**src/rtl/dkr_pkg.sv**
```systemverilog
package dkr_pkg;

  localparam int SAMPLE_W = 16;
  localparam int COORD_W  = 12;
  localparam int FRAC_W   = 8;
  localparam int SCALE_W  = 3;
  localparam int MAX_SCALES = 8;
  localparam int NB_SIZE  = 27;
  localparam int CNT_W    = 5;
  localparam int MAC_STEPS = 39;
  localparam int STEP_W   = 6;
  localparam int DIV_STEPS = FRAC_W + 1;
  localparam logic [63:0] SINGULAR_LIMIT = 64'd281474977;

  // result status codes
  localparam logic [2:0] ST_KEPT     = 3'd0;
  localparam logic [2:0] ST_SCALE    = 3'd1;
  localparam logic [2:0] ST_SINGULAR = 3'd2;
  localparam logic [2:0] ST_LARGE    = 3'd3;
  localparam logic [2:0] ST_OUTSIDE  = 3'd4;
  localparam logic [2:0] ST_CONTRAST = 3'd5;
  localparam logic [2:0] ST_EDGE     = 3'd6;

  // register indexes
  localparam logic [2:0] REG_WIDTH    = 3'd0;
  localparam logic [2:0] REG_HEIGHT   = 3'd1;
  localparam logic [2:0] REG_SCOUNT   = 3'd2;
  localparam logic [2:0] REG_CONTRAST = 3'd3;
  localparam logic [2:0] REG_EDGE     = 3'd4;

  // MAC operand codes
  localparam logic [4:0] OP_H00 = 5'd0;
  localparam logic [4:0] OP_H11 = 5'd1;
  localparam logic [4:0] OP_H22 = 5'd2;
  localparam logic [4:0] OP_H01 = 5'd3;
  localparam logic [4:0] OP_H02 = 5'd4;
  localparam logic [4:0] OP_H12 = 5'd5;
  localparam logic [4:0] OP_G0  = 5'd6;
  localparam logic [4:0] OP_G1  = 5'd7;
  localparam logic [4:0] OP_G2  = 5'd8;
  localparam logic [4:0] OP_TR  = 5'd9;
  localparam logic [4:0] OP_LIM = 5'd10;
  localparam logic [4:0] OP_A00 = 5'd11;
  localparam logic [4:0] OP_A11 = 5'd12;
  localparam logic [4:0] OP_A22 = 5'd13;
  localparam logic [4:0] OP_A01 = 5'd14;
  localparam logic [4:0] OP_A02 = 5'd15;
  localparam logic [4:0] OP_A12 = 5'd16;

  // operand part: whole, low 21 bits unsigned, high part shifted by 21
  localparam logic [1:0] PT_FULL = 2'd0;
  localparam logic [1:0] PT_LO   = 2'd1;
  localparam logic [1:0] PT_HI   = 2'd2;
  localparam int SPLIT = 21;

  // accumulator destinations
  localparam logic [3:0] DS_NONE = 4'd0;
  localparam logic [3:0] DS_A00  = 4'd1;
  localparam logic [3:0] DS_A11  = 4'd2;
  localparam logic [3:0] DS_A22  = 4'd3;
  localparam logic [3:0] DS_A01  = 4'd4;
  localparam logic [3:0] DS_A02  = 4'd5;
  localparam logic [3:0] DS_A12  = 4'd6;
  localparam logic [3:0] DS_DET  = 4'd7;
  localparam logic [3:0] DS_N0   = 4'd8;
  localparam logic [3:0] DS_N1   = 4'd9;
  localparam logic [3:0] DS_N2   = 4'd10;
  localparam logic [3:0] DS_TR2  = 4'd11;
  localparam logic [3:0] DS_EP   = 4'd12;

  typedef struct packed {
    logic [4:0] a_sel;
    logic [4:0] b_sel;
    logic [1:0] part;
    logic       neg;
    logic       clr;
    logic [3:0] dst;
  } uop_t;

  typedef struct packed {
    logic [12:0] width;
    logic [12:0] height;
    logic [3:0]  scount;
    logic [14:0] contrast;
    logic [15:0] edge_lim;
  } cfg_t;

  typedef struct packed {
    logic       capture;
    logic       calc;
    logic       mac_vld;
    uop_t       uop;
    logic       div_load;
    logic       div_step;
    logic       div_store;
    logic [1:0] div_sel;
    logic       out_load;
    logic [2:0] status;
  } cmd_t;

  typedef struct packed {
    logic scale_bad;
    logic singular;
    logic off_large;
    logic outside;
    logic low_contrast;
    logic edge_bad;
  } flags_t;

  function automatic uop_t mk(input logic [4:0] a, input logic [4:0] b, input logic [1:0] p,
                              input logic neg, input logic clr, input logic [3:0] dst);
    uop_t u;
    u.a_sel = a;
    u.b_sel = b;
    u.part  = p;
    u.neg   = neg;
    u.clr   = clr;
    u.dst   = dst;
    return u;
  endfunction

  // adjugate, determinant, solve numerators and edge terms, one product per step
  function automatic uop_t mac_uop(input logic [STEP_W-1:0] step);
    uop_t u;
    unique case (step)
      6'd0:  u = mk(OP_H11, OP_H22, PT_FULL, 1'b0, 1'b1, DS_NONE);
      6'd1:  u = mk(OP_H12, OP_H12, PT_FULL, 1'b1, 1'b0, DS_A00);
      6'd2:  u = mk(OP_H00, OP_H22, PT_FULL, 1'b0, 1'b1, DS_NONE);
      6'd3:  u = mk(OP_H02, OP_H02, PT_FULL, 1'b1, 1'b0, DS_A11);
      6'd4:  u = mk(OP_H00, OP_H11, PT_FULL, 1'b0, 1'b1, DS_NONE);
      6'd5:  u = mk(OP_H01, OP_H01, PT_FULL, 1'b1, 1'b0, DS_A22);
      6'd6:  u = mk(OP_H12, OP_H02, PT_FULL, 1'b0, 1'b1, DS_NONE);
      6'd7:  u = mk(OP_H01, OP_H22, PT_FULL, 1'b1, 1'b0, DS_A01);
      6'd8:  u = mk(OP_H01, OP_H12, PT_FULL, 1'b0, 1'b1, DS_NONE);
      6'd9:  u = mk(OP_H11, OP_H02, PT_FULL, 1'b1, 1'b0, DS_A02);
      6'd10: u = mk(OP_H02, OP_H01, PT_FULL, 1'b0, 1'b1, DS_NONE);
      6'd11: u = mk(OP_H12, OP_H00, PT_FULL, 1'b1, 1'b0, DS_A12);
      6'd12: u = mk(OP_H00, OP_A00, PT_LO,   1'b0, 1'b1, DS_NONE);
      6'd13: u = mk(OP_H00, OP_A00, PT_HI,   1'b0, 1'b0, DS_NONE);
      6'd14: u = mk(OP_H01, OP_A01, PT_LO,   1'b0, 1'b0, DS_NONE);
      6'd15: u = mk(OP_H01, OP_A01, PT_HI,   1'b0, 1'b0, DS_NONE);
      6'd16: u = mk(OP_H02, OP_A02, PT_LO,   1'b0, 1'b0, DS_NONE);
      6'd17: u = mk(OP_H02, OP_A02, PT_HI,   1'b0, 1'b0, DS_DET);
      6'd18: u = mk(OP_G0,  OP_A00, PT_LO,   1'b0, 1'b1, DS_NONE);
      6'd19: u = mk(OP_G0,  OP_A00, PT_HI,   1'b0, 1'b0, DS_NONE);
      6'd20: u = mk(OP_G1,  OP_A01, PT_LO,   1'b0, 1'b0, DS_NONE);
      6'd21: u = mk(OP_G1,  OP_A01, PT_HI,   1'b0, 1'b0, DS_NONE);
      6'd22: u = mk(OP_G2,  OP_A02, PT_LO,   1'b0, 1'b0, DS_NONE);
      6'd23: u = mk(OP_G2,  OP_A02, PT_HI,   1'b0, 1'b0, DS_N0);
      6'd24: u = mk(OP_G0,  OP_A01, PT_LO,   1'b0, 1'b1, DS_NONE);
      6'd25: u = mk(OP_G0,  OP_A01, PT_HI,   1'b0, 1'b0, DS_NONE);
      6'd26: u = mk(OP_G1,  OP_A11, PT_LO,   1'b0, 1'b0, DS_NONE);
      6'd27: u = mk(OP_G1,  OP_A11, PT_HI,   1'b0, 1'b0, DS_NONE);
      6'd28: u = mk(OP_G2,  OP_A12, PT_LO,   1'b0, 1'b0, DS_NONE);
      6'd29: u = mk(OP_G2,  OP_A12, PT_HI,   1'b0, 1'b0, DS_N1);
      6'd30: u = mk(OP_G0,  OP_A02, PT_LO,   1'b0, 1'b1, DS_NONE);
      6'd31: u = mk(OP_G0,  OP_A02, PT_HI,   1'b0, 1'b0, DS_NONE);
      6'd32: u = mk(OP_G1,  OP_A12, PT_LO,   1'b0, 1'b0, DS_NONE);
      6'd33: u = mk(OP_G1,  OP_A12, PT_HI,   1'b0, 1'b0, DS_NONE);
      6'd34: u = mk(OP_G2,  OP_A22, PT_LO,   1'b0, 1'b0, DS_NONE);
      6'd35: u = mk(OP_G2,  OP_A22, PT_HI,   1'b0, 1'b0, DS_N2);
      6'd36: u = mk(OP_TR,  OP_TR,  PT_FULL, 1'b0, 1'b1, DS_TR2);
      6'd37: u = mk(OP_LIM, OP_A22, PT_LO,   1'b0, 1'b1, DS_NONE);
      6'd38: u = mk(OP_LIM, OP_A22, PT_HI,   1'b0, 1'b0, DS_EP);
      default: u = mk(OP_H00, OP_H00, PT_FULL, 1'b0, 1'b1, DS_NONE);
    endcase
    return u;
  endfunction

endpackage

```
**src/rtl/dkr_cfg.sv**
```systemverilog
module dkr_cfg (
  input  logic                clk,
  input  logic                rst_n,
  input  logic                cfg_psel,
  input  logic                cfg_penable,
  input  logic                cfg_pwrite,
  input  logic [4:0]          cfg_paddr,
  input  logic [31:0]         cfg_pwdata,
  output logic [31:0]         cfg_prdata,
  output logic                cfg_pready,
  output dkr_pkg::cfg_t       cfg
);

  dkr_pkg::cfg_t cfg_r, cfg_nxt;
  logic [2:0]    idx;
  logic          wr;

  assign idx = cfg_paddr[4:2];
  assign wr  = cfg_psel && cfg_penable && cfg_pwrite;
  assign cfg_pready = 1'b1;
  assign cfg = cfg_r;

  always_comb begin
    cfg_nxt = cfg_r;
    if (wr) begin
      case (idx)
        dkr_pkg::REG_WIDTH:    cfg_nxt.width    = cfg_pwdata[12:0];
        dkr_pkg::REG_HEIGHT:   cfg_nxt.height   = cfg_pwdata[12:0];
        dkr_pkg::REG_SCOUNT:   cfg_nxt.scount   = cfg_pwdata[3:0];
        dkr_pkg::REG_CONTRAST: cfg_nxt.contrast = cfg_pwdata[14:0];
        dkr_pkg::REG_EDGE:     cfg_nxt.edge_lim = cfg_pwdata[15:0];
        default: ;
      endcase
    end
  end

  always_comb begin
    case (idx)
      dkr_pkg::REG_WIDTH:    cfg_prdata = {19'd0, cfg_r.width};
      dkr_pkg::REG_HEIGHT:   cfg_prdata = {19'd0, cfg_r.height};
      dkr_pkg::REG_SCOUNT:   cfg_prdata = {28'd0, cfg_r.scount};
      dkr_pkg::REG_CONTRAST: cfg_prdata = {17'd0, cfg_r.contrast};
      dkr_pkg::REG_EDGE:     cfg_prdata = {16'd0, cfg_r.edge_lim};
      default:               cfg_prdata = 32'd0;
    endcase
  end

  always_ff @(posedge clk) begin
    if (!rst_n) begin
      cfg_r.width    <= 13'd640;
      cfg_r.height   <= 13'd480;
      cfg_r.scount   <= 4'd5;
      cfg_r.contrast <= 15'd492;
      cfg_r.edge_lim <= 16'd3098;
    end else begin
      cfg_r <= cfg_nxt;
    end
  end

endmodule

```
**config.mk**
```make
export PLATFORM = sky130hd
export DESIGN_NAME = dkr_cfg
export DESIGN_NICKNAME = d
export VERILOG_FILES = /design/src/rtl/dkr_pkg.sv /design/src/rtl/dkr_cfg.sv
export SDC_FILE = /design/constraint.sdc
export NUM_CORES = 1
export LEC_CHECK = 0
export BUFFER_PORTS_ARGS = -buffer_cell sky130_fd_sc_hd__buf_2
export CORE_ASPECT_RATIO = 1.25
export CORE_MARGIN = 4
export CORE_UTILIZATION = 51
export CTS_CLUSTER_DIAMETER = 120
export DETAILED_ROUTE_END_ITERATION = 8
export PLACE_DENSITY = 0.86
export SLEW_MARGIN = 15
export SYNTH_ARGS = -nofsm -noshare
export SYNTH_HDL_FRONTEND = slang
export SYNTH_SLANG_ARGS = --single-unit
```
**constraint.sdc**
```tcl
create_clock -name clk -period 4.52 [get_ports clk]
set_input_delay 0.904 -clock clk [delete_from_list [all_inputs] [get_ports clk]]
set_output_delay 0.904 -clock clk [all_outputs]
set_load 0.03 [all_outputs]
```
Word level (Yosys, flattened, before mapping)
Index checks and enable logic that the tools add are counted.
{"block": "word_totals", "word_cells": 18, "register_bits": 61, "mem_bits_ro": 0, "mem_bits_rw": 0, "latch_bits": 0, "n_memories": 0}
{"block": "classes", "n_shift": 0, "n_mul": 0, "n_lt_le_gt_ge": 0, "n_addsub": 0, "n_bitwise": 0, "n_mux": 1, "eq_ne": 4, "div_mod_pow": 0, "reduce_logical": 8}
{"op": "16-bit case mux with 5 select lines", "n": 1}
{"op": "2-bit AND reduction", "n": 5}
{"op": "3-bit by 2-bit equality test with 1-bit output, second input constant", "n": 2}
{"op": "3-bit by 1-bit equality test with 1-bit output, second input constant", "n": 1}
{"op": "3-bit equality test, second input constant", "n": 1}
{"op": "3-bit zero test", "n": 1}
{"op": "1-bit logical AND", "n": 2}

Logic depth before layout (Yosys ltp)
Gate-level depths: netlist of run 1.
{"block": "logic_depth", "ltp_word": 3, "mapped_depth": 6, "depth_no_buf": 3}

Worst setup path after synthesis of run 1
No wires, ideal clock.
{"block": "synth_timing", "path_kind": "in2out", "startpoint": "in cfg_paddr[2]", "endpoint": "out cfg_prdata[1]", "path_slack_ns": 1.095, "path_stages": 4, "required_ns": 3.616, "t_arrival_ns": 2.521, "n_path_buf": 2, "path_cell_list": "buf_4 buf_2 mux2i_1 o311ai_0"}
{"block": "synth_via", "elab_chain_cells": 2, "elab_cells_between_ends": 6, "cone_classes": "4 x eq/ne; 1 x mux; 1 x reduce/logical"}
{"item": "start: declaration", "line": "dkr_cfg.sv:7", "source": "input logic [4:0] cfg_paddr,"}
{"item": "3-bit equality test (tied with other cells)", "line": "dkr_cfg.sv:38", "source": "case (idx)"}
{"item": "16-bit case mux with 5 select lines (*)", "line": "dkr_cfg.sv:38"}
{"item": "end: declaration", "line": "dkr_cfg.sv:9", "source": "output logic [31:0] cfg_prdata,"}
Every way passes the cells marked *; elsewhere a longest branch is shown, timed or not.

Worst setup path in the final report of run 1
{"block": "layout_timing", "startpoint": "in cfg_paddr[4]", "endpoint": "out cfg_prdata[0]"}
Same word-level chain as after synthesis.

==> PnR_summary.wiki, run 1 <==
{| class="wikitable"
! Metric !! Value
|-
| Run status || completed
|-
| Largest fanout of any net on the critical path || 24
|-
| GP Congestion || 0.795
|-
| Post-synth design cell area || around 0.003 mm2
|-
| Switching Power || 0.000319 W
|-
| Number of instances in the synthesized netlist || 330
|-
| Routed wire per std cell || roughly 17 um
|-
| Share of post-route cells with drive strength above 1 || 29.6%
|-
| Total area of sequential cells || 0.00122 mm2
|-
| Sequential power share || a little under half
|-
| CP arrival || 2970 ps
|-
| Worst Skew || 0 ps
|-
| Distinct cell type count of the synthesized netlist || 32
|-
| Cell internal pwr || between 0.0008 and 0.0009 W
|-
| Headroom to the max-slew limit || 20.4%
|-
| Clock edge transition at the registers on the reported setup and hold paths || 70 ps
|-
| Clock Path Buffers || 2
|-
| Sum of net half-perimeters after detailed placement || 5440 um
|-
| Final worst path period need || 3870 ps
|-
| Number of pins exceeding their max-slew limit in the final report || 0
|-
| Post-CTS Repair Setup Buffers || 0
|-
| Comb power frac || 11.4%
|-
| H-tree lvl count || 3
|-
| Primary FF master, synth || sky130_fd_sc_hd__dfxtp_1
|-
| Unrepaired setup endpoints after global routing || no
|-
| Antenna violations before repair || 0
|-
| Gr ovfl total || 0
|-
| TNS Setup || 0 ps
|-
| Final hold slack || 474 ps
|-
| Total of hold buffers inserted after clock tree synthesis || 0
|-
| Total of max-cap violations || 0
|-
| Critical Path Start Type || input pin
|-
| Clock sink count || just over 60
|-
| Avg Synthesized Cell Area || 9.07 um2
|-
| Transition time of the tightest slew-check pin || around 1200 ps
|-
| Layout filler cell count || 463
|-
| Switching Fraction || approximately a quarter
|-
| Synthesis-stage register bit count || 61
|-
| Die extent in y || roughly 94 um
|-
| Setup CP Type || in -> out
|-
| PwrDens || between 300 and 400 mW/mm2
|-
| Leakage dissipation || 1.69 nW
|-
| Latest clock arrival within the worst-skew pair || 320 ps
|-
| Antenna Violating Nets Remaining || 0
|-
| Global-route wire length before repair || 12600 um
|-
| Net count reported at finish || 456
|-
| Tot GR Track Use || 22.1%
|-
| Share of synthesized area occupied by flip-flops and latches || between 40% and 50%
|-
| Setup-violating endpoint count in the final report || 0
|-
| Number of global-route vias before repair || 2554
|-
| Count of pins on the block boundary || about 140
|-
| Initial Util || 53.9%
|-
| Pin count of the biggest net entering global routing || 72
|-
| Post-synth top area cell || sky130_fd_sc_hd__dfxtp_1
|-
| Placeable core region || about 0.0056 mm2
|-
| Multi-input gate area || 0.00154 mm2
|-
| TritonCTS clock tree || built
|-
| Die outline area || 0.00716 mm2
|-
| Share of flip-flops with an asynchronous set or reset after synthesis || 0%
|-
| Total of buffers placed on input and output ports || 100
|-
| Root buf cell || sky130_fd_sc_hd__clkbuf_8
|-
| Antenna cell count || 0
|-
| Highest Clock Rate || 258 MHz
|-
| Part of the power in the clock network || 43.3%
|-
| Horiz. Die Dim || 76.5 um
|-
| Final hold viol count || 0
|-
| Remaining routing DRC violations || 0
|-
| Hold Path Class || reg -> reg
|-
| WP data required || 3620 ps
|-
| Yosys warning count || 0
|-
| Initial drt markers || about 210
|-
| Nature of the critical path endpoint || output pin
|-
| Wire length after detailed routing || between 8000 and 9000 um
|-
| Number of buffers created by CTS || 9
|-
| Share of the synthesized area in the top cell type || between 40% and 50%
|-
| Synth-to-Final Area Change || 20.5%
|-
| Vias per cell || 5.54
|-
| Row Count || 30
|-
| Top cells by area, synth || sky130_fd_sc_hd__dfxtp_1, sky130_fd_sc_hd__mux2i_1, sky130_fd_sc_hd__nand2_1, sky130_fd_sc_hd__buf_4, sky130_fd_sc_hd__o21ai_0
|-
| Post-CTS resize count || 0
|-
| Count of TritonRoute iterations in the first routing pass || 4
|-
| Max IR drop VDD || 0.207 mV
|-
| Post-synth EDFFs || 0
|-
| Number of flip-flops in the largest register || 61
|-
| Final clock period utilization by the worst path || 85.7%
|-
| Total vias in the final route || 2675
|}
## worst paths after layout
kind | from | end | slack, ps | cells after the start
setup / recovery | cfg_paddr[4] | cfg_prdata[0] | 650 | 5
hold / removal | cfg[15] | cfg[15] | 470 | 2
setup reg to reg | cfg[33] | cfg[33] | 3710 | 2
hold reg to reg | cfg[15] | cfg[15] | 470 | 2
## synth_stat cells (all sizes together), types with 3 or more instances
library cell,n
nand2,68
dfxtp,61
mux2i,57
buf,26
o21ai,21
clkbuf,18
nor2b,12
a2bb2oi,9
inv,8
o211ai,8
o311ai,7
a22oi,6
nor2,4
mux2,3
o22ai,3
## through the flow
stage                     instances  util (%)  power, W  worst slack (ps)  instance area [um2]
final                           483      64.9   0.00121               646                 3600
after global routing            483      64.9   0.00124               559                 3600
after detailed placement        467      61.0  0.000695               666                 3390
after floorplan                 345         -  0.000670              1090                 3050
after CTS                       483      64.9   0.00121               666                 3600
after global placement          467      61.0  0.000693               709                 3390
## power groups by stage
stage                     logic, W  registers [W]  clock network, W
after floorplan           0.000103       0.000567                 0
after detailed placement  0.000137       0.000558                 0
after global placement    0.000135       0.000558                 0
after global routing      0.000148       0.000546          0.000548
final                     0.000138       0.000546          0.000523
after CTS                 0.000138       0.000546          0.000526
## critical path, stage by stage
cell and delay [ps]:
sky130_fd_sc_hd__buf_2 400, sky130_fd_sc_hd__nor2b_1 1000, sky130_fd_sc_hd__a22oi_1 240, sky130_fd_sc_hd__o22ai_1 190
sky130_fd_sc_hd__buf_2 220
## routing by layer
layer  share of wire [%]  wire length (um)  vias to the layer above  track usage (%)
li1                    -                 -                     1281                -
met3                 6.9               554                       11             5.39
met2                  50              4050                      115             38.6
met1                  41              3310                     1268             26.1
met4                 1.3               104                        0             8.46
met5                   0                 0                        -                0
## area by class of cell
type | instances | share of cell area [%]
multi-input combinational | 232 | 42.8
clock buffer | 9 | 3.44
clock inverter | 7 | 2.50
tap | 64 | 2.22
timing repair buffer | 102 | 14.3
inverter | 8 | 0.833
sequential | 61 | 33.9
## layout by cell type (no fill, tap or decap), types with 2 or more instances in the layout
cell                         count
sky130_fd_sc_hd__o21ai_0        21
sky130_fd_sc_hd__clkinv_2        3
sky130_fd_sc_hd__mux2i_1        57
sky130_fd_sc_hd__o22ai_1         3
sky130_fd_sc_hd__mux2_2          3
sky130_fd_sc_hd__o31ai_1         2
sky130_fd_sc_hd__buf_4           2
sky130_fd_sc_hd__a22oi_1         6
sky130_fd_sc_hd__bufinv_16       2
sky130_fd_sc_hd__clkinvlp_4      2
sky130_fd_sc_hd__dfxtp_1        61
sky130_fd_sc_hd__o311ai_0        7
sky130_fd_sc_hd__clkbuf_8        9
sky130_fd_sc_hd__buf_2         100
sky130_fd_sc_hd__o211ai_1        8
sky130_fd_sc_hd__nand2b_1        2
sky130_fd_sc_hd__inv_1           8
sky130_fd_sc_hd__a32o_1          2
sky130_fd_sc_hd__nor2_1          3
sky130_fd_sc_hd__conb_1         17
sky130_fd_sc_hd__nand2_1        68
sky130_fd_sc_hd__nand3b_1        2
sky130_fd_sc_hd__nor2b_1        12
sky130_fd_sc_hd__a2bb2oi_1       9
## kinds of logic after synthesis
| logic type | Yosys count | synth area share [%] |
|---|---|---|
| other cells | 2 | 0.251 |
| simple gates | 96 | 15.5 |
| buf+inv | 52 | 9.49 |
| mux | 60 | 20.2 |
| compound gates | 59 | 13.8 |
| flops | 61 | 40.8 |
No activity file was read; power rests on OpenSTA's default activity.
==> run 2, diff against run 1 <==
--- a/config.mk
+++ b/config.mk
@@ -6,8 +6,8 @@
 export NUM_CORES = 1
 export LEC_CHECK = 0
 export BUFFER_PORTS_ARGS = -buffer_cell sky130_fd_sc_hd__buf_2
-export CORE_ASPECT_RATIO = 1.25
-export CORE_MARGIN = 4
+export CORE_ASPECT_RATIO = 1.1
+export CORE_MARGIN = 8
 export CORE_UTILIZATION = 51
 export CTS_CLUSTER_DIAMETER = 120
 export DETAILED_ROUTE_END_ITERATION = 8
==> run 2 against run 1 <==
Net effect: hold slack got worse by 2.4 ps; clock power is 22% lower; clock skew unchanged; critical path type unchanged; largest power group unchanged; highest routed layer unchanged.
==> PnR_summary.wiki, run 2 (same netlist as run 1, synthesis figures left out) <==
{| class="wikitable"
! Metric !! Value
|-
| Placeable core region || 0.00573 mm2
|-
| Global-route wire length before repair || 12900 um
|-
| Number of flip-flops in the largest register || 61
|-
| Number of buffers created by CTS || 9
|-
| Max incr delay on CP || 610 ps
|-
| Uppermost routed layer || met4
|-
| TNS Setup || 0 ps
|-
| TritonCTS clock tree || built
|-
| Nature of the critical path endpoint || output pin
|-
| Antenna violations before repair || 0
|-
| Latest clock arrival within the worst-skew pair || 320 ps
|-
| Transition time of the tightest slew-check pin || around 1200 ps
|-
| Endpoint of the most critical register-to-register path || cfg[41]
|-
| Number of pins exceeding their max-slew limit in the final report || 0
|-
| Number of global-route vias before repair || 2602
|-
| Die outline area || 0.00858 mm2
|-
| Row Count || 29
|-
| Count of pins on the block boundary || 136
|-
| Met2 routed WL || ~4200 um
|-
| Worst-case register-to-register setup slack || 3760 ps
|-
| Tot GR Track Use || 19.6%
|-
| Final clock period utilization by the worst path || between 70% and 80%
|-
| Horiz. Die Dim || 89.0 um
|-
| List of cells traversed by the critical path || buf_2 > and3b_1 > nand2_1 > o21ai_0 > buf_2
|-
| Post-DP Area || 0.00341 mm2
|-
| Root buf cell || sky130_fd_sc_hd__clkbuf_8
|-
| Placement-stage worst setup slack || 1090 ps
|-
| Post-CTS Repair Setup Buffers || 0
|-
| Run status || completed
|-
| CP arrival || ~2500 ps
|-
| Final hold viol count || 0
|-
| Reg-to-reg startpoint || cfg[41]
|-
| GP Congestion || 0.738
|-
| Final worst path period need || 3420 ps
|-
| R2R cell count || 2
|-
| Sum of net half-perimeters after detailed placement || approximately 6000 um
|-
| Post-layout worst setup margin || about 1100 ps
|-
| Wire length on met3 || 616 um
|-
| Gr ovfl total || 0
|-
| Highest-count cells in the layout ignoring fill and taps || sky130_fd_sc_hd__buf_2, sky130_fd_sc_hd__nand2_1, sky130_fd_sc_hd__dfxtp_1
|-
| Leakage dissipation || 1.67 nW
|-
| Net count reported at finish || 456
|-
| Post-CTS resize count || 0
|-
| Final Cell Area || 0.00357 mm2
|-
| Total of hold buffers inserted after clock tree synthesis || 0
|-
| Initial Util || roughly 52%
|-
| Vias per cell || between 5 and 6
|-
| Hold Path Class || reg -> reg
|-
| Startpoint of the tightest hold check path || cfg[15]
|-
| Clock Path Buffers || 2
|-
| Clock edge transition at the registers on the reported setup and hold paths || about 60 ps
|-
| WHS Path Cells || 2
|-
| Headroom to the max-slew limit || 21.7%
|-
| Antenna cell count || 0
|-
| H-tree lvl count || 3
|-
| Hold Path End || cfg[15]
|-
| PwrDens || 306 mW/mm2
|-
| Pin count of the biggest net entering global routing || between 40 and 50
|-
| Routed wire per std cell || 17.1 um
|-
| Unrepaired setup endpoints after global routing || no
|-
| Count of TritonRoute iterations in the first routing pass || 4
|-
| WP data required || 3620 ps
|-
| Critical Path Start Type || input pin
|-
| Total of buffers placed on input and output ports || 100
|-
| Total of max-cap violations || 0
|-
| Most numerous cell on the critical path || sky130_fd_sc_hd__buf_2
|-
| Share of post-route cells with drive strength above 1 || between 20% and 30%
|-
| Max IR drop VDD || 0.187 mV
|-
| Remaining routing DRC violations || 0
|-
| Setup-violating endpoint count in the final report || 0
|-
| Synth-to-Final Area Change || 19.4%
|-
| Clock sink count || 61
|-
| Wire length after detailed routing || 8430 um
|-
| Most common cell after layout, fill and taps aside || sky130_fd_sc_hd__buf_2
|-
| Setup CP Type || in -> out
|-
| Antenna Violating Nets Remaining || 0
|-
| Highest Clock Rate || roughly 300 MHz
|-
| Worst-path cell with the longest stage delay || sky130_fd_sc_hd__and3b_1
|-
| Initial drt markers || 128
|-
| Die extent in y || 96.3 um
|-
| Met1 routed wirelength after detailed routing || approximately 3500 um
|-
| Worst Skew || 0 ps
|-
| Largest fanout of any net on the critical path || 26
|-
| Total vias in the final route || between 2000 and 3000
|}
## run 2: cell count changes in the layout (fill, tap and decap cells not counted), sizes merged
cell      previous run  this run
bufinv               2         0
clkbuf               9        12
clkinv               3         2
clkinvlp             2         0
## run 2: critical path: cells and delay by family
family	cells	cell delay (ps)
buf+inv	2	770
compound gates	1	110
simple gates	2	720
## run 2: metal layers
layer | vias to the layer above | GRT usage (%)
met5 | - | 0
met4 | 0 | 8.46
met3 | 6 | 4.10
met2 | 92 | 33.5
met1 | 1263 | 23.1
li1 | 1281 | -
## run 2: through the flow
stage               std cells  util, %  hold slack, ps  power [W]
detailed placement        480     59.4             464   0.000696
global route              494     62.3             493    0.00114
CTS                       494     62.3             472    0.00110
floorplan                 345        -             590   0.000670
finish                    494     62.3             472    0.00109
global placement          480     59.4             451   0.000692
## run 2: power by group
part | switching, W | total [W] | internal (W)
Combinational | 0.000100 | 0.000138 | 0.0000382
Clock | 0.000188 | 0.000409 | 0.000221
Sequential | 0.00000362 | 0.000546 | 0.000542
Total | 0.000291 | 0.00109 | 0.000802
## run 2: layout make-up
class / count / area, um2
clock buffer: 12 / 155
clock inverter: 2 / 10.0
fill: 524 / 2160
inverter: 8 / 30.0
multi-input combinational: 232 / 1540
sequential: 61 / 1220
tap: 77 / 96.3
timing repair buffer: 102 / 515
## run 2: worst max-delay path by stage
stage / start / slack [ps] / cells past startpoint / end
after detailed placement: cfg_paddr[2] / 1090 / 5 / cfg_prdata[5]
after floorplan: cfg_paddr[2] / 1090 / 4 / cfg_prdata[1]
after CTS: cfg_paddr[2] / 1090 / 5 / cfg_prdata[4]
after global placement: cfg_paddr[2] / 1140 / 5 / cfg_prdata[11]
final: cfg_paddr[2] / 1100 / 5 / cfg_prdata[4]
after global routing: cfg_paddr[2] / 960 / 5 / cfg_prdata[4]
