<file path="config.mk">
export PLATFORM = sky130hd
export DESIGN_NAME = dkr_dpath
export DESIGN_NICKNAME = d
export VERILOG_FILES = /design/src/rtl/dkr_pkg.sv /design/src/rtl/dkr_dpath.sv
export SDC_FILE = /design/constraint.sdc
export NUM_CORES = 2
export LEC_CHECK = 0
export ABC_CLOCK_PERIOD_IN_PS = 19700
export BUFFER_PORTS_ARGS = -buffer_cell sky130_fd_sc_hd__buf_2
export CAP_MARGIN = 20
export CORE_ASPECT_RATIO = 1.1
export CORE_MARGIN = 2
export CORE_UTILIZATION = 60
export CTS_BUF_LIST = sky130_fd_sc_hd__clkbuf_16
export CTS_CLUSTER_DIAMETER = 200
export DETAILED_ROUTE_END_ITERATION = 16
export PLACE_DENSITY_LB_ADDON = 0.1
export SYNTH_ARGS = -nofsm -noshare
export SYNTH_HDL_FRONTEND = slang
export SYNTH_SLANG_ARGS = --single-unit
export TNS_END_PERCENT = 20
</file>
<file path="constraint.sdc">
create_clock -name clk -period 19.7 [get_ports clk]
set_input_delay 2.955 -clock clk [delete_from_list [all_inputs] [get_ports clk]]
set_output_delay 2.955 -clock clk [all_outputs]
set_load 0.02 [all_outputs]
</file>
<file path="src/rtl/dkr_pkg.sv">
package dkr_pkg;

  localparam int SAMPLE_W = 16;
  localparam int COORD_W  = 12;
  localparam int FRAC_W   = 8;
  localparam int SCALE_W  = 3;
  localparam int MAX_SCALES = 8;
  localparam int NB_SIZE  = 27;
  localparam int CNT_W    = 5;
  localparam int MAC_STEPS = 39;
  localparam int STEP_W   = 6;
  localparam int DIV_STEPS = FRAC_W + 1;
  localparam logic [63:0] SINGULAR_LIMIT = 64'd281474977;

  // result status codes
  localparam logic [2:0] ST_KEPT     = 3'd0;
  localparam logic [2:0] ST_SCALE    = 3'd1;
  localparam logic [2:0] ST_SINGULAR = 3'd2;
  localparam logic [2:0] ST_LARGE    = 3'd3;
  localparam logic [2:0] ST_OUTSIDE  = 3'd4;
  localparam logic [2:0] ST_CONTRAST = 3'd5;
  localparam logic [2:0] ST_EDGE     = 3'd6;

  // register indexes
  localparam logic [2:0] REG_WIDTH    = 3'd0;
  localparam logic [2:0] REG_HEIGHT   = 3'd1;
  localparam logic [2:0] REG_SCOUNT   = 3'd2;
  localparam logic [2:0] REG_CONTRAST = 3'd3;
  localparam logic [2:0] REG_EDGE     = 3'd4;

  // MAC operand codes
  localparam logic [4:0] OP_H00 = 5'd0;
  localparam logic [4:0] OP_H11 = 5'd1;
  localparam logic [4:0] OP_H22 = 5'd2;
  localparam logic [4:0] OP_H01 = 5'd3;
  localparam logic [4:0] OP_H02 = 5'd4;
  localparam logic [4:0] OP_H12 = 5'd5;
  localparam logic [4:0] OP_G0  = 5'd6;
  localparam logic [4:0] OP_G1  = 5'd7;
  localparam logic [4:0] OP_G2  = 5'd8;
  localparam logic [4:0] OP_TR  = 5'd9;
  localparam logic [4:0] OP_LIM = 5'd10;
  localparam logic [4:0] OP_A00 = 5'd11;
  localparam logic [4:0] OP_A11 = 5'd12;
  localparam logic [4:0] OP_A22 = 5'd13;
  localparam logic [4:0] OP_A01 = 5'd14;
  localparam logic [4:0] OP_A02 = 5'd15;
  localparam logic [4:0] OP_A12 = 5'd16;

  // operand part: whole, low 21 bits unsigned, high part shifted by 21
  localparam logic [1:0] PT_FULL = 2'd0;
  localparam logic [1:0] PT_LO   = 2'd1;
  localparam logic [1:0] PT_HI   = 2'd2;
  localparam int SPLIT = 21;

  // accumulator destinations
  localparam logic [3:0] DS_NONE = 4'd0;
  localparam logic [3:0] DS_A00  = 4'd1;
  localparam logic [3:0] DS_A11  = 4'd2;
  localparam logic [3:0] DS_A22  = 4'd3;
  localparam logic [3:0] DS_A01  = 4'd4;
  localparam logic [3:0] DS_A02  = 4'd5;
  localparam logic [3:0] DS_A12  = 4'd6;
  localparam logic [3:0] DS_DET  = 4'd7;
  localparam logic [3:0] DS_N0   = 4'd8;
  localparam logic [3:0] DS_N1   = 4'd9;
  localparam logic [3:0] DS_N2   = 4'd10;
  localparam logic [3:0] DS_TR2  = 4'd11;
  localparam logic [3:0] DS_EP   = 4'd12;

  typedef struct packed {
    logic [4:0] a_sel;
    logic [4:0] b_sel;
    logic [1:0] part;
    logic       neg;
    logic       clr;
    logic [3:0] dst;
  } uop_t;

  typedef struct packed {
    logic [12:0] width;
    logic [12:0] height;
    logic [3:0]  scount;
    logic [14:0] contrast;
    logic [15:0] edge_lim;
  } cfg_t;

  typedef struct packed {
    logic       capture;
    logic       calc;
    logic       mac_vld;
    uop_t       uop;
    logic       div_load;
    logic       div_step;
    logic       div_store;
    logic [1:0] div_sel;
    logic       out_load;
    logic [2:0] status;
  } cmd_t;

  typedef struct packed {
    logic scale_bad;
    logic singular;
    logic off_large;
    logic outside;
    logic low_contrast;
    logic edge_bad;
  } flags_t;

  function automatic uop_t mk(input logic [4:0] a, input logic [4:0] b, input logic [1:0] p,
                              input logic neg, input logic clr, input logic [3:0] dst);
    uop_t u;
    u.a_sel = a;
    u.b_sel = b;
    u.part  = p;
    u.neg   = neg;
    u.clr   = clr;
    u.dst   = dst;
    return u;
  endfunction

  // adjugate, determinant, solve numerators and edge terms, one product per step
  function automatic uop_t mac_uop(input logic [STEP_W-1:0] step);
    uop_t u;
    unique case (step)
      6'd0:  u = mk(OP_H11, OP_H22, PT_FULL, 1'b0, 1'b1, DS_NONE);
      6'd1:  u = mk(OP_H12, OP_H12, PT_FULL, 1'b1, 1'b0, DS_A00);
      6'd2:  u = mk(OP_H00, OP_H22, PT_FULL, 1'b0, 1'b1, DS_NONE);
      6'd3:  u = mk(OP_H02, OP_H02, PT_FULL, 1'b1, 1'b0, DS_A11);
      6'd4:  u = mk(OP_H00, OP_H11, PT_FULL, 1'b0, 1'b1, DS_NONE);
      6'd5:  u = mk(OP_H01, OP_H01, PT_FULL, 1'b1, 1'b0, DS_A22);
      6'd6:  u = mk(OP_H12, OP_H02, PT_FULL, 1'b0, 1'b1, DS_NONE);
      6'd7:  u = mk(OP_H01, OP_H22, PT_FULL, 1'b1, 1'b0, DS_A01);
      6'd8:  u = mk(OP_H01, OP_H12, PT_FULL, 1'b0, 1'b1, DS_NONE);
      6'd9:  u = mk(OP_H11, OP_H02, PT_FULL, 1'b1, 1'b0, DS_A02);
      6'd10: u = mk(OP_H02, OP_H01, PT_FULL, 1'b0, 1'b1, DS_NONE);
      6'd11: u = mk(OP_H12, OP_H00, PT_FULL, 1'b1, 1'b0, DS_A12);
      6'd12: u = mk(OP_H00, OP_A00, PT_LO,   1'b0, 1'b1, DS_NONE);
      6'd13: u = mk(OP_H00, OP_A00, PT_HI,   1'b0, 1'b0, DS_NONE);
      6'd14: u = mk(OP_H01, OP_A01, PT_LO,   1'b0, 1'b0, DS_NONE);
      6'd15: u = mk(OP_H01, OP_A01, PT_HI,   1'b0, 1'b0, DS_NONE);
      6'd16: u = mk(OP_H02, OP_A02, PT_LO,   1'b0, 1'b0, DS_NONE);
      6'd17: u = mk(OP_H02, OP_A02, PT_HI,   1'b0, 1'b0, DS_DET);
      6'd18: u = mk(OP_G0,  OP_A00, PT_LO,   1'b0, 1'b1, DS_NONE);
      6'd19: u = mk(OP_G0,  OP_A00, PT_HI,   1'b0, 1'b0, DS_NONE);
      6'd20: u = mk(OP_G1,  OP_A01, PT_LO,   1'b0, 1'b0, DS_NONE);
      6'd21: u = mk(OP_G1,  OP_A01, PT_HI,   1'b0, 1'b0, DS_NONE);
      6'd22: u = mk(OP_G2,  OP_A02, PT_LO,   1'b0, 1'b0, DS_NONE);
      6'd23: u = mk(OP_G2,  OP_A02, PT_HI,   1'b0, 1'b0, DS_N0);
      6'd24: u = mk(OP_G0,  OP_A01, PT_LO,   1'b0, 1'b1, DS_NONE);
      6'd25: u = mk(OP_G0,  OP_A01, PT_HI,   1'b0, 1'b0, DS_NONE);
      6'd26: u = mk(OP_G1,  OP_A11, PT_LO,   1'b0, 1'b0, DS_NONE);
      6'd27: u = mk(OP_G1,  OP_A11, PT_HI,   1'b0, 1'b0, DS_NONE);
      6'd28: u = mk(OP_G2,  OP_A12, PT_LO,   1'b0, 1'b0, DS_NONE);
      6'd29: u = mk(OP_G2,  OP_A12, PT_HI,   1'b0, 1'b0, DS_N1);
      6'd30: u = mk(OP_G0,  OP_A02, PT_LO,   1'b0, 1'b1, DS_NONE);
      6'd31: u = mk(OP_G0,  OP_A02, PT_HI,   1'b0, 1'b0, DS_NONE);
      6'd32: u = mk(OP_G1,  OP_A12, PT_LO,   1'b0, 1'b0, DS_NONE);
      6'd33: u = mk(OP_G1,  OP_A12, PT_HI,   1'b0, 1'b0, DS_NONE);
      6'd34: u = mk(OP_G2,  OP_A22, PT_LO,   1'b0, 1'b0, DS_NONE);
      6'd35: u = mk(OP_G2,  OP_A22, PT_HI,   1'b0, 1'b0, DS_N2);
      6'd36: u = mk(OP_TR,  OP_TR,  PT_FULL, 1'b0, 1'b1, DS_TR2);
      6'd37: u = mk(OP_LIM, OP_A22, PT_LO,   1'b0, 1'b1, DS_NONE);
      6'd38: u = mk(OP_LIM, OP_A22, PT_HI,   1'b0, 1'b0, DS_EP);
      default: u = mk(OP_H00, OP_H00, PT_FULL, 1'b0, 1'b1, DS_NONE);
    endcase
    return u;
  endfunction

endpackage

</file>
<file path="src/rtl/dkr_dpath.sv">
module dkr_dpath (
  input  logic                clk,
  input  logic                rst_n,
  input  dkr_pkg::cfg_t       cfg,
  input  dkr_pkg::cmd_t       cmd,
  input  logic signed [15:0]  in_sample,
  input  logic [11:0]         in_key_x,
  input  logic [11:0]         in_key_y,
  input  logic [2:0]          in_key_scale,
  input  logic                in_last,
  output dkr_pkg::flags_t     flags,
  output logic [2:0]          out_status,
  output logic [19:0]         out_refined_x,
  output logic [19:0]         out_refined_y,
  output logic [10:0]         out_refined_scale,
  output logic signed [15:0]  out_centre_value
);

  // neighbourhood and capture
  logic signed [15:0] nb_r [dkr_pkg::NB_SIZE];
  logic [4:0]  count_r, count_nxt, widx;
  logic [11:0] kx_r, ky_r;
  logic [2:0]  ks_r;

  assign widx = (count_r < 5'(dkr_pkg::NB_SIZE)) ? count_r : 5'(dkr_pkg::NB_SIZE - 1);

  always_comb begin
    count_nxt = count_r;
    if (cmd.capture) begin
      if (in_last) count_nxt = 5'd0;
      else if (count_r < 5'(dkr_pkg::NB_SIZE)) count_nxt = count_r + 5'd1;
    end
  end

  always_ff @(posedge clk) begin
    if (!rst_n) begin
      count_r <= 5'd0;
      kx_r    <= 12'd0;
      ky_r    <= 12'd0;
      ks_r    <= 3'd0;
    end else begin
      count_r <= count_nxt;
      if (cmd.capture && count_r == 5'd0) begin
        kx_r <= in_key_x;
        ky_r <= in_key_y;
        ks_r <= in_key_scale;
      end
    end
  end

  always_ff @(posedge clk) begin
    if (cmd.capture) nb_r[widx] <= in_sample;
  end

  // gradients (doubled) and Hessian (quadrupled)
  logic signed [19:0] h00_r, h11_r, h22_r;
  logic signed [17:0] h01_r, h02_r, h12_r;
  logic signed [16:0] g0_r, g1_r, g2_r;
  logic signed [20:0] tr_r;
  logic signed [19:0] h00_c, h11_c, h22_c, c2;

  assign c2    = 20'(nb_r[13]) <<< 1;
  assign h00_c = (20'(nb_r[14]) + 20'(nb_r[12]) - c2) <<< 2;
  assign h11_c = (20'(nb_r[16]) + 20'(nb_r[10]) - c2) <<< 2;
  assign h22_c = (20'(nb_r[22]) + 20'(nb_r[4])  - c2) <<< 2;

  always_ff @(posedge clk) begin
    if (cmd.calc) begin
      h00_r <= h00_c;
      h11_r <= h11_c;
      h22_r <= h22_c;
      h01_r <= 18'(nb_r[17]) - 18'(nb_r[11]) - 18'(nb_r[15]) + 18'(nb_r[9]);
      h02_r <= 18'(nb_r[23]) - 18'(nb_r[5])  - 18'(nb_r[21]) + 18'(nb_r[3]);
      h12_r <= 18'(nb_r[25]) - 18'(nb_r[7])  - 18'(nb_r[19]) + 18'(nb_r[1]);
      g0_r  <= 17'(nb_r[14]) - 17'(nb_r[12]);
      g1_r  <= 17'(nb_r[16]) - 17'(nb_r[10]);
      g2_r  <= 17'(nb_r[22]) - 17'(nb_r[4]);
      tr_r  <= 21'(h00_c) + 21'(h11_c);
    end
  end

  // shared multiply-accumulate
  logic signed [41:0] a00_r, a11_r, a22_r, a01_r, a02_r, a12_r, tr2_r;
  logic signed [61:0] det_r;
  logic signed [59:0] n0_r, n1_r, n2_r;
  logic signed [57:0] ep_r;

  function automatic logic signed [63:0] opnd(input logic [4:0] code);
    logic signed [63:0] v;
    case (code)
      dkr_pkg::OP_H00: v = 64'(h00_r);
      dkr_pkg::OP_H11: v = 64'(h11_r);
      dkr_pkg::OP_H22: v = 64'(h22_r);
      dkr_pkg::OP_H01: v = 64'(h01_r);
      dkr_pkg::OP_H02: v = 64'(h02_r);
      dkr_pkg::OP_H12: v = 64'(h12_r);
      dkr_pkg::OP_G0:  v = 64'(g0_r);
      dkr_pkg::OP_G1:  v = 64'(g1_r);
      dkr_pkg::OP_G2:  v = 64'(g2_r);
      dkr_pkg::OP_TR:  v = 64'(tr_r);
      dkr_pkg::OP_LIM: v = $signed({48'd0, cfg.edge_lim});
      dkr_pkg::OP_A00: v = 64'(a00_r);
      dkr_pkg::OP_A11: v = 64'(a11_r);
      dkr_pkg::OP_A22: v = 64'(a22_r);
      dkr_pkg::OP_A01: v = 64'(a01_r);
      dkr_pkg::OP_A02: v = 64'(a02_r);
      dkr_pkg::OP_A12: v = 64'(a12_r);
      default:         v = 64'sd0;
    endcase
    return v;
  endfunction

  logic signed [63:0] opa, opb;
  logic signed [24:0] ma, mb;
  logic signed [49:0] prod, p_r;
  logic               pv_r, neg_r, clr_r, hi_r;
  logic [3:0]         dst_r;
  logic signed [63:0] ps, acc_r, acc_nxt;

  assign opa = opnd(cmd.uop.a_sel);
  assign opb = opnd(cmd.uop.b_sel);
  assign ma  = opa[24:0];

  always_comb begin
    unique case (cmd.uop.part)
      dkr_pkg::PT_LO: mb = $signed({4'd0, opb[dkr_pkg::SPLIT-1:0]});
      dkr_pkg::PT_HI: mb = opb[dkr_pkg::SPLIT+24:dkr_pkg::SPLIT];
      default:        mb = opb[24:0];
    endcase
  end

  assign prod = ma * mb;

  always_ff @(posedge clk) begin
    if (!rst_n) begin
      pv_r <= 1'b0;
    end else begin
      pv_r <= cmd.mac_vld;
    end
  end

  always_ff @(posedge clk) begin
    p_r   <= prod;
    neg_r <= cmd.uop.neg;
    clr_r <= cmd.uop.clr;
    dst_r <= cmd.uop.dst;
    hi_r  <= (cmd.uop.part == dkr_pkg::PT_HI);
  end

  assign ps      = hi_r ? (64'(p_r) <<< dkr_pkg::SPLIT) : 64'(p_r);
  assign acc_nxt = (clr_r ? 64'sd0 : acc_r) + (neg_r ? -ps : ps);

  always_ff @(posedge clk) begin
    if (pv_r) begin
      acc_r <= acc_nxt;
      case (dst_r)
        dkr_pkg::DS_A00: a00_r <= acc_nxt[41:0];
        dkr_pkg::DS_A11: a11_r <= acc_nxt[41:0];
        dkr_pkg::DS_A22: a22_r <= acc_nxt[41:0];
        dkr_pkg::DS_A01: a01_r <= acc_nxt[41:0];
        dkr_pkg::DS_A02: a02_r <= acc_nxt[41:0];
        dkr_pkg::DS_A12: a12_r <= acc_nxt[41:0];
        dkr_pkg::DS_DET: det_r <= acc_nxt[61:0];
        dkr_pkg::DS_N0:  n0_r  <= acc_nxt[59:0];
        dkr_pkg::DS_N1:  n1_r  <= acc_nxt[59:0];
        dkr_pkg::DS_N2:  n2_r  <= acc_nxt[59:0];
        dkr_pkg::DS_TR2: tr2_r <= acc_nxt[41:0];
        dkr_pkg::DS_EP:  ep_r  <= acc_nxt[57:0];
        default: ;
      endcase
    end
  end

  // magnitudes and early rejects
  logic [61:0] adet;
  logic [59:0] m0, m1, m2;

  assign adet = det_r[61] ? 62'(-det_r) : 62'(det_r);
  assign m0   = n0_r[59] ? 60'(-n0_r) : 60'(n0_r);
  assign m1   = n1_r[59] ? 60'(-n1_r) : 60'(n1_r);
  assign m2   = n2_r[59] ? 60'(-n2_r) : 60'(n2_r);

  logic [3:0] cnt;
  assign cnt = (cfg.scount > 4'(dkr_pkg::MAX_SCALES)) ? 4'(dkr_pkg::MAX_SCALES) : cfg.scount;

  assign flags.scale_bad = (ks_r == 3'd0) || ({1'b0, ks_r} + 4'd1 >= cnt);
  assign flags.singular  = 64'(adet) < dkr_pkg::SINGULAR_LIMIT;
  assign flags.off_large = ({m0, 2'b00} >= adet) || ({m1, 2'b00} >= adet) ||
                           ({m2, 2'b00} >= adet);

  // restoring divider for the offset fraction
  logic signed [59:0] nsel;
  logic [59:0]        msel;
  logic [61:0]        rem_r;
  logic [62:0]        rem2;
  logic [8:0]         q_r;
  logic [9:0]         qr;
  logic signed [9:0]  off_c, off0_r, off1_r, off2_r;
  logic               oneg;

  always_comb begin
    unique case (cmd.div_sel)
      2'd1:    begin nsel = n1_r; msel = m1; end
      2'd2:    begin nsel = n2_r; msel = m2; end
      default: begin nsel = n0_r; msel = m0; end
    endcase
  end

  assign rem2  = {rem_r, 1'b0};
  assign qr    = 10'(({1'b0, q_r} + 10'd1) >> 1);
  assign oneg  = (nsel != 60'sd0) && (nsel[59] == det_r[61]);
  assign off_c = oneg ? -$signed(qr) : $signed(qr);

  always_ff @(posedge clk) begin
    if (cmd.div_load) begin
      rem_r <= {1'b0, msel, 1'b0};
      q_r   <= 9'd0;
    end else if (cmd.div_step) begin
      if (rem2 >= {1'b0, adet}) begin
        rem_r <= 62'(rem2 - {1'b0, adet});
        q_r   <= {q_r[7:0], 1'b1};
      end else begin
        rem_r <= rem2[61:0];
        q_r   <= {q_r[7:0], 1'b0};
      end
    end
    if (cmd.div_store) begin
      unique case (cmd.div_sel)
        2'd1:    off1_r <= off_c;
        2'd2:    off2_r <= off_c;
        default: off0_r <= off_c;
      endcase
    end
  end

  // refined position and late rejects
  logic signed [22:0] posx, posy, poss, limx, limy, lims;
  logic [16:0]        cmag;
  logic signed [63:0] tr2s, eps;

  assign posx = $signed({3'd0, kx_r, 8'd0}) + 23'(off0_r);
  assign posy = $signed({3'd0, ky_r, 8'd0}) + 23'(off1_r);
  assign poss = $signed({12'd0, ks_r, 8'd0}) + 23'(off2_r);
  assign limx = ($signed({10'd0, cfg.width})  - 23'sd1) <<< dkr_pkg::FRAC_W;
  assign limy = ($signed({10'd0, cfg.height}) - 23'sd1) <<< dkr_pkg::FRAC_W;
  assign lims = ($signed({19'd0, cnt}) - 23'sd1) <<< dkr_pkg::FRAC_W;

  assign flags.outside = posx[22] || (posx >= limx) || posy[22] || (posy >= limy) ||
                         poss[22] || (poss >= lims);

  assign cmag = nb_r[13][15] ? 17'(-17'(nb_r[13])) : 17'(nb_r[13]);
  assign flags.low_contrast = cmag < {2'b00, cfg.contrast};

  assign tr2s = 64'(tr2_r) <<< 8;
  assign eps  = 64'(ep_r);
  assign flags.edge_bad = (a22_r <= 42'sd0) || (tr2s >= eps);

  // result register
  always_ff @(posedge clk) begin
    if (cmd.out_load) begin
      out_status       <= cmd.status;
      out_centre_value <= nb_r[13];
      if (cmd.status == dkr_pkg::ST_KEPT) begin
        out_refined_x     <= posx[19:0];
        out_refined_y     <= posy[19:0];
        out_refined_scale <= poss[10:0];
      end else begin
        out_refined_x     <= 20'd0;
        out_refined_y     <= 20'd0;
        out_refined_scale <= 11'd0;
      end
    end
  end

endmodule

</file>
== After elaboration in Yosys (flattened, before gate mapping) ==
Memories as Yosys holds them, arrays and structs flattened.
Index checks and enable logic that the tools add are counted.

* $add $sub $neg: 37
* Multiply operators: 1
* Divide/modulo/power cells: 0
* Order comparisons: 14
* Eq/ne operators: 49
* Shift-type cells: 0
* Muxes and demuxes: 24
* Bitwise gates (word level): 1
* Reduce and logical (&&, ||, !) cells: 36

{| class="wikitable"
|+ Operator list
! operator !! count
|-
| 46-bit case mux with 17 select lines || 1
|-
| 25-bit case mux with 17 select lines || 1
|-
| 60-bit case mux with 2 select lines || 2
|-
| 64-bit 2-to-1 mux || 3
|-
| 62-bit greater-or-equal comparator || 3
|-
| 60-bit 2-to-1 mux || 3
|-
| 60-bit negator || 3
|-
| 62-bit 2-to-1 mux || 2
|-
| 61-bit 2-to-1 mux || 2
|-
| 16-bit by 16-bit subtractor with 17-bit output || 6
|-
| 5-bit by 4-bit equality test with 1-bit output, second input constant || 16
|-
| 64-bit adder || 1
|-
| 64-bit negator || 1
|-
| 63-bit by 62-bit greater-or-equal comparator with 1-bit output || 1
|-
| 62-bit by 29-bit less-than comparator with 1-bit output, second input constant || 1
|-
| 62-bit negator || 1
|-
| 62-bit subtractor || 1
|-
| 60-bit nonzero test || 1
|-
| 50-bit by 58-bit greater-or-equal comparator with 1-bit output || 1
|-
| 18-bit by 16-bit adder with 18-bit output || 3
|-
| 17-bit by 16-bit subtractor with 18-bit output || 3
|-
| 17-bit by 17-bit subtractor with 18-bit output || 3
|-
| 16-bit by 16-bit adder with 17-bit output || 3
|-
| 25-bit by 25-bit multiplier with 50-bit output || 1
|-
| other kinds (42) || 99
|}

* Register bits: 1099
* Bits in latches: 0
* Bits in writable memories: 432
* Bits in read-only memories: 0
* Bits of input ports: 137
* Output and inout bits: 76
* Memories kept: 1

{| class="wikitable"
|+ Memory list
! name !! depth !! bits a word !! read ports !! clocked after memory_dff !! wr ports !! RTL line !! RTL
|-
| nb_r || 27 || 16 || 19 || 0 || 1 || dkr_dpath.sv:20 || <nowiki>logic signed [15:0] nb_r [dkr_pkg::NB_SIZE];</nowiki>
|}

== Logic depth before layout (Yosys ltp) ==
* Word-level depth: 7
* Depth in mapped cells: 40

== Worst setup path after synthesis ==
No wires, ideal clock.

* Path type: in2reg
* From: input cmd[24] (netlist name)
* To: register p_r[46]
* Arrival time: 12159 ps
* Data required time: 19576 ps
* Setup slack: 7417 ps
* Cell stages on the path: 35
* Path buffers: 4
* Path through: clkbuf_1 > or3_1 > clkbuf_1 > nor3b_1 > a222oi_1 > and3_1 > clkbuf_1 > and3_1 > clkbuf_1 > or2_2 > fa_1 > inv_1 > fa_1 > inv_1 > fa_1 > inv_1 > fa_1 > fa_1 > fa_1 > inv_1 > fa_1 > inv_1 > ha_1 > a21o_1 > a21o_1 > a21o_1 > a221o_1 > nor3_1 > a21oi_1 > a21o_1 > a21o_1 > a311oi_1 > o21bai_1 > a21oi_1 > xnor2_1

* Longest elaborated chain between the ends: 3

{| class="wikitable"
|+ RTL lines
! element !! RTL line !! RTL
|-
| start, declared || dkr_dpath.sv:5 || <nowiki>input dkr_pkg::cmd_t cmd,</nowiki>
|-
| 5-bit equality test, or another cell as far along || dkr_dpath.sv:90 || <nowiki>case (code)</nowiki>
|-
| 25-bit case mux with 17 select lines (*) || dkr_dpath.sv:90 ||
|-
| 25-bit by 25-bit multiplier with 50-bit output (*) || dkr_dpath.sv:132 || <nowiki>assign prod = ma * mb;</nowiki>
|-
| via prod[46] || dkr_dpath.sv:115 || <nowiki>logic signed [49:0] prod, p_r;</nowiki>
|-
| end signal, assigned || dkr_dpath.sv:143 || <nowiki>p_r <= prod;</nowiki>
|-
| end, declared || dkr_dpath.sv:115 ||
|}

The timed path passes the listed nets; every way through them passes the cells marked *.
A chain may end at the register's enable or synchronous reset.

== Worst setup path after layout ==
Ends and elaborated chain as after synthesis.

==> qor.csv <==
metric,value,unit
status,"finished, final reports clean",
synth_nets,11700,
cp_common_cell,fa_1,
synth_edf_count,1295,
overflow,0,
power_frac_comb,36.0,%
multi_input_area,0.0586,mm2
port_buffers,212,
r2r_start,g0_r[16]$_DFFE_PP_,
tightest_slew,1.28,ns
tns,0,ns
ant_nets,0,
hold-worst-slack,0.474,ns
cts_tree,built,
slowest_delay,0.69,ns
seq_area,0.0409,mm2
rr_worst_depth,34,
synth_most_common_cell,inv_1,
hold_start,kx_r[10]$_SDFFE_PN0P_,
setup-violations-final,0,
min_to,kx_r[10]$_SDFFE_PN0P_,
drive_above_1_share,7.62,%
synth.top_cells.by_count,"inv_1, edfxtp_1, fa_1",
preCtsSetupSlack,6.30,ns
antenna_found_initial,22,
areaGrowthSynthToFinish,9.23,%
synthFlopType,edfxtp_1,
io_pins,213,
yosysUniqueCellTypes,87,
dr.pass1.iters,10,
synth_top_cell_by_area,edfxtp_1,
hold_viol,0,
clk_path_buf_depth,3,
ys_seq_elements,1396,
grt_first_pass_wirelength,500000,um
holdBufCountCts,0,
relSlewSlack,14.9,%
fin_skew,0.0593,ns
drcViolationCount,0,
synth_xor_area_share,5.47,%
synth_top_family_by_area,adder cells,
die_h,443,um
startpoint_type,input port,
worstPathMaxFanout,17,
rr_endpoint,p_r[46]$_DFF_P_,
irDropWorstVdd,0.0000981,V
seq_area_frac_synth,38.9,%
synthArstFlopShare,0,%
required,20.44,ns
p_clk_share,26.6,%
p_seq_share,37.4,%
leakage,48.4,nW
finalCritPeriodShare,64.4,%
grt_start_max_net_pins,104,
cp_data_arrival_time,13.42,ns
synth_top_area_share,36.9,%
ctsResizeCount,0,
grt_pass1_vias,81000,
fillers,13600,
syn_area_per_cell,10.6,um2
post_cts_buffers,0,
period_needed,12.69,ns
root_buffer,clkbuf_16,
maxSlewViolCount,0,
synthAdderAreaFrac,24.6,%
r2r_setup_slack,9.52,ns
die_area,0.179,mm2
maxCapViolCount,0,
min_path_cells,2,
synth_compound_area_share,12.6,%
p_per_area,94.6,mW/mm2
p_switching,4.15,mW
synth_area_leaders,"edfxtp_1, fa_1, ha_1, inv_1, xnor2_1",
gp_congestion,1.01,
core_area,0.175,mm2
setup_ws,7.01,ns
critical_path_class,in2reg,
hp-class,reg2reg,
swShare,38.2,%
place_hpwl,254000,um
worstSetupEndpointType,flop,
clk_pin_slew,0.06,ns
yosysWarnings,0,
vias,79700,
cts_buffers,153,
start_util,60.3,%
postSynthCellCount,9934,
yosys-mux-area-fraction,0.518,%
grt_usage,37.6,%
crit_slowest_cell,nand3_1,
h-tree-depth,4,
nNetsFinal,11900,
dr.first_iter.drc_count,8462,
p_int,6.72,mW
synth-simple-area-share,12.1,%
clock-sinks,1396,
clock.fmax,0.0788,GHz
die_w,403,um
post_drt_wl_per_cell,26.6,um
worstSkewPairLatency,0.86,ns
viasPerCell,6.33,
wl,334000,um
num_rows,161,
rsz0062_at_grt,false,
syn-cell-area,0.105,mm2
[cell usage in the layout (no fill, tap or decap), types with 176 or more instances in the layout]
master / n
a22oi_1: 176
buf_4: 192
a21oi_1: 433
a21o_1: 193
edfxtp_1: 1295
o21ai_0: 346
nand2_1: 690
buf_2: 210
ha_1: 762
xnor2_1: 439
inv_1: 1330
fa_1: 815
nor2_1: 762
xor2_1: 203
[cell type report]
cell class / count / share of cell area (%)
multi-input cells: 6896 / 51.0
flip-flops and latches: 1396 / 35.6
inverters: 1305 / 4.26
clock buffers: 154 / 3.35
well taps: 2282 / 2.48
repair buffers: 411 / 2.30
clock inverters: 124 / 1.02
diodes: 11 / 0.0239
[sequential cells by signal, summed over array words and instances (netlist names), 19 cells and up]
name	flops
rem_r	62
out_refined_x	20
a11_r	42
a00_r	42
nb_r	304
ep_r	58
tr_r	19
n1_r	60
a02_r	42
acc_r	62
p_r	50
a01_r	42
a12_r	42
tr2_r	42
n0_r	60
det_r	62
a22_r	42
out_refined_y	20
n2_r	60
[how the worst max path moves through the flow]
stage	startpoint	endpoint	slack (ns)	cells after the start
after detailed placement	cmd[24]	p_r[46]$_DFF_P_	6.30	33
after global placement	cmd[24]	p_r[46]$_DFF_P_	6.39	33
after global routing	cmd[17]	p_r[46]$_DFF_P_	6.48	38
after CTS	cmd[24]	p_r[46]$_DFF_P_	7.08	33
after floorplan	cmd[24]	p_r[46]$_DFF_P_	7.42	35
final	cmd[24]	p_r[46]$_DFF_P_	7.01	33
[worst max-delay path: cells and delay by family]
family | cells | cell delay (ns)
fa+ha+maj | 8 | 4.22
simple gates | 6 | 2.14
xor+xnor | 1 | 0.14
compound gates | 11 | 2.96
buf+inv | 7 | 0.97
[cell families after synthesis]
logic type / count (synthesis)
AND/OR/NAND/NOR: 2660
AO/OA/AOI/OAI: 1946
buffers and inverters: 1642
adder cells (fa/ha/maj): 1579
flip-flops: 1396
XOR/XNOR: 657
multiplexers: 54
[power by group through the flow]
stage	sequential, mW	clock [mW]	combinational, mW
finish	4.07	2.89	3.92
global placement	4.12	0	3.70
floorplan	4.03	0	2.18
CTS	4.06	2.92	3.83
global route	4.08	3.03	4.19
detailed placement	4.12	0	3.81
[per-layer routing]
layer,global-route usage (%),routed length [um],part of all wire (%),vias to the layer above
met4,22.9,25000,7.5,10
li1,-,-,-,35300
met5,0,74,0.022,-
met3,7.33,29700,8.9,1083
met2,61.3,156000,47,3926
met1,46.5,124000,37,39300
[per-stage QoR]
stage / utilization (%) / instance area, um2 / power, mW / instances
5_1_grt: 65.8 / 115000 / 11.3 / 12600
3_5_place_dp: 62.9 / 110000 / 7.94 / 12300
6_report: 65.8 / 115000 / 10.9 / 12600
3_3_place_gp: 62.9 / 110000 / 7.82 / 12300
2_1_floorplan: - / 105000 / 6.21 / 9934
4_1_cts: 65.8 / 115000 / 10.8 / 12600
No activity file was read; power rests on OpenSTA's default activity.
